File: config.mk
export PLATFORM = sky130hd
export DESIGN_NAME = keypad_matrix_scan_debounce
export DESIGN_NICKNAME = d
export VERILOG_FILES = /design/src/hdl/kmsd_pkg.sv /design/src/hdl/keypad_matrix_scan_debounce.sv /design/src/hdl/kmsd_in_stage.sv /design/src/hdl/kmsd_step.sv /design/src/hdl/kmsd_out_stage.sv
export SDC_FILE = /design/constraint.sdc
export NUM_CORES = 1
export LEC_CHECK = 0
export ABC_AREA = 0
export BUFFER_PORTS_ARGS = -buffer_cell sky130_fd_sc_hd__buf_2
export CORE_MARGIN = 8
export CORE_UTILIZATION = 40
export DETAILED_ROUTE_END_ITERATION = 7
export PLACE_DENSITY = 0.66
export SLEW_MARGIN = 25
export SYNTH_ARGS = -nofsm -noshare
export SYNTH_HDL_FRONTEND = slang
export SYNTH_SLANG_ARGS = --single-unit
File: constraint.sdc
create_clock -name clk -period 3.05 [get_ports clk]
set_clock_uncertainty 0.05 [all_clocks]
set_input_delay 0 -clock clk [delete_from_list [all_inputs] [get_ports clk]]
set_output_delay 0 -clock clk [all_outputs]
set_load 0.02 [all_outputs]
File: src/hdl/kmsd_pkg.sv
`timescale 1ns / 1ps
// ----------------------------------------------------------------------------
// kmsd_pkg
// Shared types and constants of the keypad matrix scanner with debounce.
// ----------------------------------------------------------------------------
package kmsd_pkg;

    // number of consecutive equal samples that settle a phase (2..64)
    localparam int SETTLE_READS = 16;
    localparam int RUN_W        = $clog2(SETTLE_READS + 1);

    localparam logic [3:0] PHASE_FIRST = 4'd7;
    localparam logic [3:0] PHASE_HIGH  = 4'd4;
    localparam logic [3:0] PHASE_SIDE  = 4'd8;

    localparam logic [7:0] ROW_MASK       = 8'hfe;
    localparam logic [7:0] SIDE_MASK      = 8'h71;

    localparam int IN_DATA_W  = 16;
    localparam int OUT_DATA_W = 72;

    typedef struct packed {
        logic [7:0] side_sample;
        logic [7:0] row_sample;
    } sample_t;

    typedef struct packed {
        logic [63:0] key_matrix;
        logic        scan_done;
        logic [3:0]  drive_column;
    } result_t;

endpackage

File: src/hdl/keypad_matrix_scan_debounce.sv
`timescale 1ns / 1ps
// ----------------------------------------------------------------------------
// keypad_matrix_scan_debounce
// Scans an 8-column key matrix plus side keys with per-phase debounce.
// ----------------------------------------------------------------------------
//  channel   dir  signals                     contents
//  s_axis    in   tvalid tready tdata[15:0]   row_sample, side_sample
//  m_axis    out  tvalid tready tdata[71:0]   drive_column, key_matrix
//                 tuser[0]                    scan_done
//
// one result item per sample item, one item per cycle sustained while m_axis_tready stays high
// an item passes through the input register, then the step logic into the result register
// rst_n clears the scan to column 7 with an empty run and matrix
// a stalled result register holds its item while one more item waits in the input register
// ----------------------------------------------------------------------------
module keypad_matrix_scan_debounce (
    input  logic                               clk,
    input  logic                               rst_n,
    input  logic                               s_axis_tvalid,
    output logic                               s_axis_tready,
    // row_sample [7:0], side_sample [15:8]
    input  logic [kmsd_pkg::IN_DATA_W-1:0]     s_axis_tdata,
    output logic                               m_axis_tvalid,
    input  logic                               m_axis_tready,
    // drive_column [3:0], key_matrix [67:4], zero [71:68]
    output logic [kmsd_pkg::OUT_DATA_W-1:0]    m_axis_tdata,
    // scan_done [0]
    output logic                               m_axis_tuser
);

    logic              item_valid;
    logic              take;
    kmsd_pkg::sample_t item;
    kmsd_pkg::result_t result;

    kmsd_in_stage u_in_stage (
        .clk           (clk),
        .rst_n         (rst_n),
        .s_axis_tvalid (s_axis_tvalid),
        .s_axis_tready (s_axis_tready),
        .s_axis_tdata  (s_axis_tdata),
        .take          (take),
        .item_valid    (item_valid),
        .item          (item)
    );

    kmsd_step u_step (
        .clk    (clk),
        .rst_n  (rst_n),
        .take   (take),
        .item   (item),
        .result (result)
    );

    kmsd_out_stage u_out_stage (
        .clk           (clk),
        .rst_n         (rst_n),
        .in_valid      (item_valid),
        .result        (result),
        .take          (take),
        .m_axis_tvalid (m_axis_tvalid),
        .m_axis_tready (m_axis_tready),
        .m_axis_tdata  (m_axis_tdata),
        .m_axis_tuser  (m_axis_tuser)
    );

endmodule

File: src/hdl/kmsd_in_stage.sv
`timescale 1ns / 1ps
// ----------------------------------------------------------------------------
// kmsd_in_stage
// Input register: holds one accepted pin sample until the step logic takes it.
// ----------------------------------------------------------------------------
module kmsd_in_stage (
    input  logic                               clk,
    input  logic                               rst_n,
    input  logic                               s_axis_tvalid,
    output logic                               s_axis_tready,
    input  logic [kmsd_pkg::IN_DATA_W-1:0]     s_axis_tdata,
    input  logic                               take,
    output logic                               item_valid,
    output kmsd_pkg::sample_t                  item
);

    logic              valid_reg;
    logic              valid_next;
    kmsd_pkg::sample_t item_reg;
    logic              load;

    assign s_axis_tready = !valid_reg || take;
    assign load          = s_axis_tvalid && s_axis_tready;
    assign valid_next    = load || (valid_reg && !take);

    always_ff @(posedge clk or negedge rst_n)
    begin
        if (!rst_n)
        begin
            valid_reg <= 1'b0;
        end
        else
        begin
            valid_reg <= valid_next;
        end
    end

    always_ff @(posedge clk)
    begin
        if (load)
        begin
            item_reg.row_sample  <= s_axis_tdata[7:0];
            item_reg.side_sample <= s_axis_tdata[15:8];
        end
    end

    assign item_valid = valid_reg;
    assign item       = item_reg;

endmodule

File: src/hdl/kmsd_step.sv
`timescale 1ns / 1ps
// ----------------------------------------------------------------------------
// kmsd_step
// Scan state, debounce counter and matrix assembly for one sample.
// ----------------------------------------------------------------------------
module kmsd_step (
    input  logic              clk,
    input  logic              rst_n,
    input  logic              take,
    input  kmsd_pkg::sample_t item,
    output kmsd_pkg::result_t result
);

    logic [3:0]                 phase_reg;
    logic [3:0]                 phase_next;
    logic [7:0]                 last_reg;
    logic [kmsd_pkg::RUN_W-1:0] run_reg;
    logic [kmsd_pkg::RUN_W-1:0] run_next;
    logic [31:0]                high_reg;
    logic [31:0]                high_next;
    logic [31:0]                low_reg;
    logic [31:0]                low_next;

    logic [3:0]                 phase;
    logic [7:0]                 masked;
    logic [7:0]                 pressed;
    logic [kmsd_pkg::RUN_W-1:0] run_upd;
    logic                       settled;
    logic                       done;
    logic [31:0]                high_side;

    always_comb
    begin
        // unreachable phase codes fall back to column 7
        phase = (phase_reg > kmsd_pkg::PHASE_SIDE) ? kmsd_pkg::PHASE_FIRST : phase_reg;
        masked = (phase == kmsd_pkg::PHASE_SIDE) ? (item.side_sample & kmsd_pkg::SIDE_MASK)
                                                 : (item.row_sample & kmsd_pkg::ROW_MASK);
        pressed = (~masked) & kmsd_pkg::ROW_MASK;

        if ((run_reg == '0) || (masked != last_reg))
            run_upd = kmsd_pkg::RUN_W'(1);
        else if (run_reg < kmsd_pkg::RUN_W'(kmsd_pkg::SETTLE_READS))
            run_upd = run_reg + kmsd_pkg::RUN_W'(1);
        else
            run_upd = run_reg;

        settled   = (run_upd >= kmsd_pkg::RUN_W'(kmsd_pkg::SETTLE_READS));
        // side keys are ORed over the upper four bits of the column 7 byte
        high_side = high_reg | {masked[0], masked[6:4], 28'd0};

        phase_next = phase;
        run_next   = run_upd;
        high_next  = high_reg;
        low_next   = low_reg;
        done       = 1'b0;

        if (settled)
        begin
            run_next = '0;
            if (phase == kmsd_pkg::PHASE_SIDE)
            begin
                done       = 1'b1;
                phase_next = kmsd_pkg::PHASE_FIRST;
                high_next  = '0;
                low_next   = '0;
            end
            else if (phase >= kmsd_pkg::PHASE_HIGH)
            begin
                high_next  = {high_reg[23:0], pressed};
                phase_next = phase - 4'd1;
            end
            else
            begin
                low_next   = {low_reg[23:0], pressed};
                phase_next = (phase == 4'd0) ? kmsd_pkg::PHASE_SIDE : phase - 4'd1;
            end
        end

        result.drive_column = phase_next;
        result.scan_done    = done;
        result.key_matrix   = done ? {high_side, low_reg} : 64'd0;
    end

    always_ff @(posedge clk or negedge rst_n)
    begin
        if (!rst_n)
        begin
            phase_reg <= kmsd_pkg::PHASE_FIRST;
            last_reg  <= '0;
            run_reg   <= '0;
            high_reg  <= '0;
            low_reg   <= '0;
        end
        else if (take)
        begin
            phase_reg <= phase_next;
            last_reg  <= masked;
            run_reg   <= run_next;
            high_reg  <= high_next;
            low_reg   <= low_next;
        end
    end

endmodule

File: src/hdl/kmsd_out_stage.sv
`timescale 1ns / 1ps
// ----------------------------------------------------------------------------
// kmsd_out_stage
// Result register: holds one result item until the downstream side takes it.
// ----------------------------------------------------------------------------
module kmsd_out_stage (
    input  logic                               clk,
    input  logic                               rst_n,
    input  logic                               in_valid,
    input  kmsd_pkg::result_t                  result,
    output logic                               take,
    output logic                               m_axis_tvalid,
    input  logic                               m_axis_tready,
    output logic [kmsd_pkg::OUT_DATA_W-1:0]    m_axis_tdata,
    output logic                               m_axis_tuser
);

    logic              valid_reg;
    logic              valid_next;
    kmsd_pkg::result_t result_reg;

    // a new result may enter when the register is empty or being drained
    assign take       = in_valid && (!valid_reg || m_axis_tready);
    assign valid_next = take || (valid_reg && !m_axis_tready);

    always_ff @(posedge clk or negedge rst_n)
    begin
        if (!rst_n)
        begin
            valid_reg <= 1'b0;
        end
        else
        begin
            valid_reg <= valid_next;
        end
    end

    always_ff @(posedge clk)
    begin
        if (take)
        begin
            result_reg <= result;
        end
    end

    assign m_axis_tvalid = valid_reg;
    assign m_axis_tdata  = {4'd0, result_reg.key_matrix, result_reg.drive_column};
    assign m_axis_tuser  = result_reg.scan_done;

endmodule
# Yosys cells after proc, flatten, opt, wreduce, memory -nomap -nowiden
# Cells that the tools add are included.
word_totals:
  regBits: 167
  latch_bits: 0
  mem_bits_rw: 0
  rom_bits: 0
  in_bits: 20
  out_inout_bits: 75
  n_memories: 0
op_classes:
  add_sub_neg: 2
  mul: 0
  div_mod_pow: 0
  n_lt_le_gt_ge: 4
  eq_ne: 3
  shifts: 0
  muxes: 15
  bitwise_logic: 2
  reduce_logical: 18
ops:
  columns: ["op", "n"]
  rows:
  - ["two-way mux 32 bit", 4]
  - ["OR 32 bit", 1]
  - ["two-way mux 4 bit", 5]
  - ["two-way mux 5 bit", 3]
  - ["two-way mux 8 bit", 1]
  - ["!= test 8 bit", 1]
  - ["NOT 8 bit", 1]
  - ["AND reduction 3 bit", 2]
  - ["adder 5 x 1 -> 5 bit, second input constant", 1]
  - ["greater-or-equal comparator 5 bit, second input constant", 1]
  - ["zero test 5 bit", 1]
  - ["logical OR 1 bit", 5]
  - ["less-than comparator 5 bit, second input constant", 1]
  - ["== test 4 bit, second input constant", 1]
  - ["greater-or-equal comparator 4 x 3 -> 1 bit, second input constant", 1]
  - ["> comparator 4 bit, second input constant", 1]
  - ["logical AND 1 bit", 4]
  - ["zero test 1 bit", 4]
  - ["zero test 4 bit", 1]
  - ["subtractor 4 x 1 -> 4 bit, second input constant", 1]
  - ["two-way mux 1 bit", 2]
  - ["!= test 2 x 1 -> 1 bit, second input constant", 1]
  - ["nonzero test 2 bit", 1]

# Depth between registers and ports, before layout
depth:
  depth_word: 9
  depth_mapped: 14
  depth_no_buf: 10

# By module
# From an unflattened synthesis, not the netlist that was laid out.
unflattened:
  cells_unflattened: 484
  area_unflattened_um2: 6558.8
by_module_without_submodules:
  columns: ["module", "n_inst", "cells_each", "area_each_um2", "seq_area_each_um2"]
  rows:
  - ["kmsd_step", 1, 386, 3875.0, 1830.5]
  - ["kmsd_out_stage", 1, 78, 2149.6, 2097.0]
  - ["kmsd_in_stage", 1, 20, 534.3, 505.5]

# Worst setup path after synthesis
# No wires, ideal clock.
synth_timing:
  path_type: "register to register"
  startpoint: "register u_out_stage.valid_reg (netlist: u_out_stage.m_axis_tvalid)"
  endpoint: "register u_out_stage.result_reg, in the netlist u_out_stage.m_axis_tdata[0] (enable)"
  setup_ps: 449
  arrival_time_ps: 2738
  slack_ps: -187
  path_stages_with_launch: 5
  cell_sequence: "dfrtp_1 > nand2b_1 > nand2_1 > inv_2 > clkbuf_1"
synth_between:
  elab_chain_len: 3
synth_rtl:
  columns: ["item", "line", "source"]
  rows:
  - ["start, declared", "kmsd_out_stage.sv:18", "logic valid_reg;"]
  - ["start signal, assigned", "kmsd_out_stage.sv:34", "valid_reg <= valid_next;"]
  - ["zero test 1 bit", "kmsd_out_stage.sv:23", "assign take = in_valid && (!valid_reg || m_axis_tready);"]
  - ["logical OR 1 bit", "kmsd_out_stage.sv:23", null]
  - ["logical AND 1 bit", "kmsd_out_stage.sv:23", null]
  - ["net take", "keypad_matrix_scan_debounce.sv:32", "logic take;"]
  - ["end signal, assigned", "kmsd_out_stage.sv:42", "result_reg <= result;"]
  - ["end, declared", "kmsd_out_stage.sv:20", "kmsd_pkg::result_t result_reg;"]
# The timed path passes the listed nets, and every way through them passes these cells.
# A chain may end at the register's enable or synchronous reset.

==> flow_summary.toml <==
[run_status]
status = "completed"

[layout]
largest_reg_flops = 60
finalNetCount = 680
fin_cells = 858
area_growth_pct = 30.9
n_fill_cell = 1290
fin_util = 0.536
final_cell_area_um2 = 8110
final_layout_size_suffix_gt1_frac = 0.306
diodes = 0

[worst_setup_path]
reg2reg_slack_ps = 1
r2r_end = "u_step.phase_reg[1]$_DFFE_PN1P_"
rr_worst_depth = 12
cp-startpoint = "u_step.phase_reg[2]$_DFFE_PN1P_"
cp_max_fo = 5
crit_path_end_kind = "flip-flop"
crit_required_ps = 3360
cp-start-kind = "flip-flop"
regToRegStartpoint = "u_step.phase_reg[2]$_DFFE_PN1P_"
crit_type = "flip-flop to flip-flop"
cp-endpoint = "u_step.phase_reg[1]$_DFFE_PN1P_"
cp.arrival_ps = 3360

[place]
dpl.cell_count = 797
dp_hpwl_mm = 9.17
place_area_um2 = 6900
port_buffers = 77
gp_congestion = 0.820
pre_cts_slack_ps = -73.3

[pwr]
power_density_nw_per_um2 = 598
vdd_ir_drop_max_mv = 0.402
p_leak_nw = 3.43

[timing]
fin_crit_sh = 1.00
layout_setup_ws_ps = 1.39
finalHoldViolations = 0
clock.fmax_mhz = 328
min_period_ps = 3050
rsz0062_at_grt = "yes"
slew_violations = 0
setup-violations-final = 0
maxSlewHeadroom = 0.361
setup_tns_ps = 0
worstMarginPinSlew_ps = 955

[flow_run]
drv_cap = 0

[routing]
wl_mm = 14.4
vias_per_cell = 5.15
drc = 0
initialDrtViolationCount = 307
final_antenna_net_count = 0
routed-via-count = 4422
dr.pass1.iters = 5
wl_per_cell_um = 16.8

[synth]
yosysMostFrequentCell = "o21ai_1"
yosysTopAreaCell = "edfxtp_1"
synth_cell_types = 54
synth-compound-area-share = 0.139
ys.warnings.count = 0
synth-seq-area-share = 0.652
ys.flop_type = "edfxtp_1"
syn-cell-area_um2 = 6200
avgSynthCellArea_um2 = 11.6
synthTopCellsByCount = "o21ai_1 (107), dfrtp_1 (72), edfxtp_1 (72)"
synth_top_area_share = 0.349
synthAdderAreaFrac = 0.00606
synthMuxAreaShare = 0.0127
synth_top_family_by_area = "compound AO/OA/AOI/OAI gates"
synth-simple-area-share = 0.130
synthTopCellsByArea = "edfxtp_1 (35%), dfrtp_1 (29%), o21ai_1 (8.6%)"
syn_inst = 536
synth_edf_count = 72
synth_xor_area_frac = 0.00283
yosys_register_bits = 147
synthArstFlopShare = 0.510

[clock_network]
numClockSinks = 147
htree_levels = 4
clk_pin_slew_worst_paths_ps = 60
max-clock-path-buffers = 2
worstSkewPairLatency_ps = 430
cts_made_buffers = 17
cts_tree = "built"
clockRootBuffer = "clkbuf_16"

[grt]
grt_usage = 0.144
grt_pass1_wl_mm = 22.9
antenna_found_initial = 0
grt_max_degree = 76
overflow = 0
grt_pass1_vias = 4434

[hold_path]
hold_class = "primary input to async pin"

[die]
die_x_um = 140
rows = 45
die_area_um2 = 19700
start_util = 0.409
fp.dieH_um = 140
core-area_um2 = 15100
ios = 95
## cell type report
cell class | instances | area, um^2 | share of cell area
Sequential cell | 147 | 4040 | 0.498
Multi-Input combinational cell | 324 | 2040 | 0.252
Timing Repair Buffer | 137 | 1030 | 0.126
Clock buffer | 17 | 425 | 0.0524
Tap cell | 188 | 235 | 0.0290
Clock inverter | 15 | 229 | 0.0282
Inverter | 30 | 113 | 0.0139
## how the worst min path moves through the flow
stage / to / slack [ps] / cells after the start
6_report: u_in_stage.item_valid$_DFF_PN0_ / 110 / 2
5_1_grt: u_in_stage.item_valid$_DFF_PN0_ / 180 / 2
4_1_cts: u_in_stage.item[1]$_DFFE_PP_ / 220 / 2
3_5_place_dp: u_in_stage.item[1]$_DFFE_PP_ / 130 / 1
3_3_place_gp: u_in_stage.item[2]$_DFFE_PP_ / 130 / 1
2_1_floorplan: u_in_stage.item_valid$_DFF_PN0_ / -350 / 0
## power breakdown
group          internal (W)  switching [W]
registers           0.00217      0.0000444
clock network       0.00146       0.000833
logic              0.000114       0.000233
total               0.00374        0.00111
## layout by cell type, fill, tap and decap left out, drive strengths merged, types with 3 or more instances in the layout
cell / instances
conb: 12
dlygate4sd3: 15
nand2: 40
mux2: 4
nor2: 13
dfrtp: 72
dfstp: 3
or2: 3
inv: 33
a21oi: 9
clkbuf: 21
mux2i: 3
o21ai: 111
ha: 3
nor4: 5
a21o: 9
and2: 36
nand3: 9
nand4b: 4
edfxtp: 72
nor3: 24
nand2b: 4
bufinv: 5
clkinv: 7
o21a: 5
buf: 118
o211ai: 3
## routing by layer
layer  vias up  track usage  share of wire
met5         -            0              0
met4         0       0.0492          0.021
met3        21       0.0476          0.050
met2       125        0.222           0.48
met1      2152        0.188           0.45
li1       2124            -              -
## worst max-delay path, stage by stage (launching register included)
cell	delay, ps
dfstp_2	370
or2_4	250
a21oi_2	170
ha_2	200
nor4b_4	230
nand2_2	150
mux2_4	340
a221oi_4	270
nand4b_1	190
buf_6	180
clkbuf_16	160
mux2i_1	130
mux2_2	270
## what timing repair did
action,4_1_cts,5_1_grt
hold endpoints to repair,85,0
hold buffers,15,0
gates resized for setup,5,44
endpoints found under the setup margin,27,100
buffers inserted,1,7
pin swaps,2,24
gates cloned,0,6
## kinds of logic after synthesis
group,after synthesis
muxes,7
DFF,147
buffers and inverters,76
other,1
adders and majority gates,3
AOI/OAI and AO/OA,152
and+or+nand+nor,148
xor gates and xnor gates,2
## through the flow
stage | total power (W) | hold slack (ps)
after floorplan | 0.00244 | -346
after global placement | 0.00255 | 130
after detailed placement | 0.00256 | 128
after CTS | 0.00487 | 219
after global routing | 0.00502 | 185
final | 0.00485 | 113
Power figures use the tool's default switching activity.
